==> config.mk <==
export PLATFORM = sky130hd
export DESIGN_NAME = epm_ctrl
export DESIGN_NICKNAME = d
export VERILOG_FILES = /design/src/design/epm_pkg.sv /design/src/design/epm_ctrl.sv
export SDC_FILE = /design/constraint.sdc
export NUM_CORES = 1
export LEC_CHECK = 0
export ABC_AREA = 0
export BUFFER_PORTS_ARGS = -buffer_cell sky130_fd_sc_hd__buf_2
export CELL_PAD_IN_SITES_DETAIL_PLACEMENT = 2
export CELL_PAD_IN_SITES_GLOBAL_PLACEMENT = 2
export CORE_UTILIZATION = 22
export DETAILED_ROUTE_END_ITERATION = 6
export GPL_TIMING_DRIVEN = 0
export HOLD_SLACK_MARGIN = 0.02
export PLACE_DENSITY_LB_ADDON = 0.1
export RECOVER_POWER = 25
export SKIP_CTS_REPAIR_TIMING = 1
export SYNTH_ARGS = -nofsm -noshare
export SYNTH_HDL_FRONTEND = slang
export SYNTH_SLANG_ARGS = --single-unit
==> constraint.sdc <==
create_clock -name clk -period 1.7 [get_ports clk]
set_clock_uncertainty 0.1 [all_clocks]
set_input_delay 0.34 -clock clk [delete_from_list [all_inputs] [get_ports clk]]
set_output_delay 0.34 -clock clk [all_outputs]
set_load 0.02 [all_outputs]
==> src/design/epm_pkg.sv <==
package epm_pkg;

  localparam int POOL_ENTRIES = 1024;
  localparam int RECEIVERS    = 32;
  localparam int PARAM_BITS   = 32;

  localparam int AW   = (POOL_ENTRIES > 1) ? $clog2(POOL_ENTRIES) : 1;
  localparam int LW   = AW + 1;
  localparam int RW   = (RECEIVERS > 1) ? $clog2(RECEIVERS) : 1;
  localparam int PB   = (PARAM_BITS < 32) ? PARAM_BITS : 32;
  localparam int DW   = 6 + 8 + PB;

  localparam logic [LW-1:0] NULL_LINK = LW'(POOL_ENTRIES);

  localparam logic [2:0] K_SET      = 3'd0;
  localparam logic [2:0] K_POST     = 3'd1;
  localparam logic [2:0] K_BCAST    = 3'd2;
  localparam logic [2:0] K_POP      = 3'd3;
  localparam logic [2:0] K_FREE     = 3'd4;
  localparam logic [2:0] K_FREE_ALL = 3'd5;

  localparam logic [2:0] ST_QUEUED  = 3'd0;
  localparam logic [2:0] ST_DIRECT  = 3'd1;
  localparam logic [2:0] ST_POOL_MT = 3'd2;
  localparam logic [2:0] ST_POPPED  = 3'd3;
  localparam logic [2:0] ST_LIST_MT = 3'd4;
  localparam logic [2:0] ST_DONE    = 3'd5;

  typedef struct packed {
    logic [2:0]  kind;
    logic [4:0]  receiver;
    logic [5:0]  sender;
    logic [7:0]  event_code;
    logic [31:0] event_param;
    logic        match_any;
    logic [7:0]  target_type;
    logic [9:0]  entry;
    logic        set_active;
    logic        set_direct;
  } item_t;

  typedef struct packed {
    logic [4:0]  about_receiver;
    logic [2:0]  status;
    logic [9:0]  entry_index;
    logic [5:0]  out_sender;
    logic [7:0]  out_event;
    logic [31:0] out_param;
    logic        last;
  } result_t;

  typedef struct packed {
    logic init_wr;
    logic cap;
    logic set_attr;
    logic free_one;
    logic scan_next;
    logic rd_free;
    logic q_commit;
    logic stage_direct;
    logic stage_pool_mt;
    logic stage_list_mt;
    logic pop_rd;
    logic pop_commit;
    logic fa_rd;
    logic fa_commit;
    logic finish;
  } cmd_t;

  typedef struct packed {
    logic       init_last;
    logic [2:0] kind;
    logic       rx_ok;
    logic       sel;
    logic       direct;
    logic       last_r;
    logic       free_null;
    logic       head_null;
    logic       fa_stop;
    logic       stage_ok;
    logic       out_free;
  } sts_t;

endpackage

==> src/design/epm_ctrl.sv <==
module epm_ctrl
  import epm_pkg::*;
(
  input  logic clk,
  input  logic rst,
  input  logic in_valid,
  output logic in_ready,
  input  sts_t sts,
  output cmd_t cmd
);

  typedef enum logic [8:0] {
    S_INIT  = 9'b000000001,
    S_IDLE  = 9'b000000010,
    S_DISP  = 9'b000000100,
    S_SCAN  = 9'b000001000,
    S_QWR   = 9'b000010000,
    S_POPWR = 9'b000100000,
    S_FARD  = 9'b001000000,
    S_FAWR  = 9'b010000000,
    S_FIN   = 9'b100000000
  } state_t;

  state_t state, state_next;

  always_ff @(posedge clk) begin
    if (rst) begin
      state <= S_INIT;
    end else begin
      state <= state_next;
    end
  end

  assign in_ready = (state == S_IDLE);

  always_comb begin
    cmd        = '0;
    state_next = state;
    case (state)
      S_INIT: begin
        cmd.init_wr = 1'b1;
        if (sts.init_last) state_next = S_IDLE;
      end
      S_IDLE: begin
        if (in_valid) begin
          cmd.cap    = 1'b1;
          state_next = S_DISP;
        end
      end
      S_DISP: begin
        case (sts.kind)
          K_SET: begin
            cmd.set_attr = 1'b1;
            state_next   = S_FIN;
          end
          K_FREE: begin
            cmd.free_one = 1'b1;
            state_next   = S_FIN;
          end
          K_FREE_ALL: state_next = sts.rx_ok ? S_FARD : S_FIN;
          K_POST:     state_next = sts.rx_ok ? S_SCAN : S_FIN;
          K_BCAST:    state_next = S_SCAN;
          K_POP: begin
            if (!sts.rx_ok) begin
              state_next = S_FIN;
            end else if (sts.head_null) begin
              cmd.stage_list_mt = 1'b1;
              state_next        = S_FIN;
            end else begin
              cmd.pop_rd = 1'b1;
              state_next = S_POPWR;
            end
          end
          default: state_next = S_FIN;
        endcase
      end
      S_SCAN: begin
        if (!sts.sel) begin
          if (sts.last_r) state_next = S_FIN;
          else cmd.scan_next = 1'b1;
        end else if (sts.direct) begin
          if (sts.stage_ok) begin
            cmd.stage_direct = 1'b1;
            if (sts.last_r) state_next = S_FIN;
            else cmd.scan_next = 1'b1;
          end
        end else if (sts.free_null) begin
          if (sts.stage_ok) begin
            cmd.stage_pool_mt = 1'b1;
            state_next        = S_FIN;
          end
        end else begin
          cmd.rd_free = 1'b1;
          state_next  = S_QWR;
        end
      end
      S_QWR: begin
        if (sts.stage_ok) begin
          cmd.q_commit = 1'b1;
          if (sts.last_r) begin
            state_next = S_FIN;
          end else begin
            cmd.scan_next = 1'b1;
            state_next    = S_SCAN;
          end
        end
      end
      S_POPWR: begin
        if (sts.stage_ok) begin
          cmd.pop_commit = 1'b1;
          state_next     = S_FIN;
        end
      end
      S_FARD: begin
        if (sts.fa_stop) begin
          state_next = S_FIN;
        end else begin
          cmd.fa_rd  = 1'b1;
          state_next = S_FAWR;
        end
      end
      S_FAWR: begin
        cmd.fa_commit = 1'b1;
        state_next    = S_FARD;
      end
      S_FIN: begin
        if (sts.out_free) begin
          cmd.finish = 1'b1;
          state_next = S_IDLE;
        end
      end
      default: state_next = S_INIT;
    endcase
  end

endmodule

==> impl_metrics.json <==
{
  "largest_reg_flops": 9,
  "dr.pass1.iters": 4,
  "syn_to_final_growth_pct": 86.1,
  "seq_area_um2": 198,
  "cp-end-kind": "output port",
  "dp.cells": 196,
  "die_area_mm2": 0.00398,
  "drv_cap": 0,
  "design_area_mm2": 0.00153,
  "synth_area_um2": 822,
  "rows": 21,
  "critPathLaunchType": "register",
  "worstHoldEndpoint": "state[7]$_SDFFE_PP0P_",
  "cts_root_buffer": "clkbuf_8",
  "cts.sinks": 9,
  "path_class": "register to output port",
  "crit_fanout": 5,
  "period_needed_ns": 2.42,
  "setup_viol_count_final": 24,
  "yosysTopAreaCell": "dfxtp_1",
  "p_per_area_mw_per_mm2": 595,
  "initial_core_util_pct": 23.7,
  "min_from": "sts[2]",
  "largestRegisters": "state: 9 flops",
  "leakage_nw": 0.673,
  "cts_tree": "done",
  "synth-seq-cells": 9,
  "largest_register": "state",
  "place_area_mm2": 0.00111,
  "syn_nets": 135,
  "tightest_slew_ns": 0.463,
  "synthCells": 119,
  "core_area_mm2": 0.00347,
  "insertion_delay_ns": 0.25,
  "dieHeight_um": 63.1,
  "rrSetupSlack_ns": -0.61,
  "rsz0062_at_grt": "true",
  "vias": 1183,
  "yosys-top-cells-area": "dfxtp_1 22%, nor3_1 7.3%, nor2_1 6.4%, a21oi_1 6.1%, inv_1 5.0%",
  "synth.cells.most_frequent": "14 x nor2_1, 12 x nor3_1, 11 x inv_1, 10 x a21oi_1, 9 x dfxtp_1",
  "synth_cell_types": 40,
  "fillers": 392,
  "ys.flop_type": "dfxtp_1",
  "grt_pass1_vias": 1092,
  "synth_most_common_cell": "nor2_1",
  "r2r_cells": 7,
  "vdd_ir_drop_max_uv": 409,
  "grt_max_degree": 10,
  "gp_congestion": 0.754,
  "drtAntennaViolNets": 0,
  "final_util_pct": 44.1,
  "htree_levels": 1,
  "setup_slack_ns": -0.716,
  "viasPerCell": 5.30,
  "cts.reportedPaths.clkPinSlew_ns": 0.05,
  "first_iter_violations": 44,
  "yosysWarnings": 0,
  "worst_ep_required_time_ns": 1.26,
  "synth_edf_count": 0,
  "numCtsBuffers": 3,
  "hold_depth": 2,
  "multi_input_area_um2": 773,
  "fp.dieW_um": 63.1,
  "io_buffers": 31,
  "grtUsageTotal_pct": 16.4,
  "status": "complete, but fails checks",
  "antenna_found_initial": 0,
  "r2r_start": "state[7]$_SDFFE_PP0P_",
  "fin_crit_sh_pct": 142,
  "r2r-end": "state[3]$_SDFFE_PP0P_",
  "critPathArrivalTime_ns": 1.98,
  "hold_violations": 0,
  "min_path_type": "input port to register",
  "drc": 0,
  "n_antenna_cell": 0,
  "boundaryPins": 32,
  "dp_hpwl_mm": 2.48,
  "gr-total-overflow": 0,
  "maxSlewHeadroom_pct": 69.0,
  "drv_slew": 0,
  "avgRoutedWirePerCell_um": 18.0,
  "avgSynthCellArea_um2": 6.91,
  "async_reset_ff_share_pct": 0,
  "grt_pass1_wl_mm": 5.11,
  "synth.yosys.seq_area_share_pct": 21.9,
  "wirelength_mm": 4.01,
  "max_freq_ghz": 0.414,
  "final_layout_size_suffix_gt1_share_pct": 57.1,
  "stdcell_count": 223,
  "violations": "setup timing",
  "clockBufferDepth": 2,
  "netlist.area_leader.share_pct": 21.9,
  "nNetsFinal": 194
}
-- worst max-delay path: stages (launching register included) --
cell,delay [ns]
dfxtp_2,0.31
buf_6,0.12
or4b_4,0.53
or4_4,0.54
nor2_4,0.11
buf_6,0.12
-- routing by layer --
layer	wire (um)	GRT usage (%)	vias to the layer above	part of all wire (%)
met5	0	0	-	0
met4	89	3.49	0	2.2
met3	129	3.99	7	3.2
met2	1960	27.6	26	49
met1	1830	21.0	594	46
li1	-	-	556	-
-- how the worst max path moves through the flow --
| stage | cells past startpoint | to | slack (ns) | start |
|---|---|---|---|---|
| 2_1_floorplan | 4 | cmd[8] | -0.28 | state[6]$_SDFFE_PP0P_ |
| 3_3_place_gp | 5 | cmd[4] | -0.67 | state[7]$_SDFFE_PP0P_ |
| 3_5_place_dp | 5 | cmd[4] | -0.64 | state[7]$_SDFFE_PP0P_ |
| 4_1_cts | 5 | cmd[4] | -0.91 | state[7]$_SDFFE_PP0P_ |
| 5_1_grt | 5 | cmd[8] | -0.75 | state[7]$_SDFFE_PP0P_ |
| 6_report | 5 | cmd[8] | -0.72 | state[7]$_SDFFE_PP0P_ |
-- metrics by stage --
stage          setup slack (ns)  hold slack (ns)  setup TNS, ns  power, mW
2_1_floorplan            -0.275            0.309          -2.64      0.390
3_3_place_gp             -0.671            0.430          -6.58      0.475
3_5_place_dp             -0.644            0.443          -6.64      0.476
4_1_cts                  -0.908            0.217         -10.90      0.739
5_1_grt                  -0.753            0.191         -11.56      0.966
6_report                 -0.716            0.197          -9.68      0.910
-- power by group --
group,internal [mW],total [mW],leakage [nW],switching [mW]
Combinational,0.189,0.394,0.570,0.205
Sequential,0.221,0.251,0.0778,0.0299
Clock,0.161,0.265,0.0255,0.104
-- layout make-up --
type	instances	share of cell area [%]
clock buffer	3	2.70
clock inverter	1	0.327
multi-input combinational	97	50.5
inverter	11	2.70
timing repair buffer	55	26.3
buffer	1	0.736
sequential	9	12.9
tap	46	3.76
-- layout by cell type (no fill, tap or decap), drive strengths merged, types with 2 or more instances in the layout --
cell type	instances
a21oi	11
a2bb2oi	2
and2	2
and3	2
and3b	2
buf	56
clkbuf	3
dfxtp	9
inv	11
nand2	4
nand2b	3
nand3	5
nand3b	2
nand4	4
nand4b	2
nor2	14
nor2b	3
nor3	12
nor4	2
o21ai	7
or2	2
or3	3
or4	2
-- cells by family after synthesis --
group,share of synthesized area (%)
AOI/OAI and AO/OA,24.7
xor gates and xnor gates,1.07
buffers and inverters,7.00
DFF,21.9
and+or+nand+nor,45.4
Power figures use the tool's default switching activity.
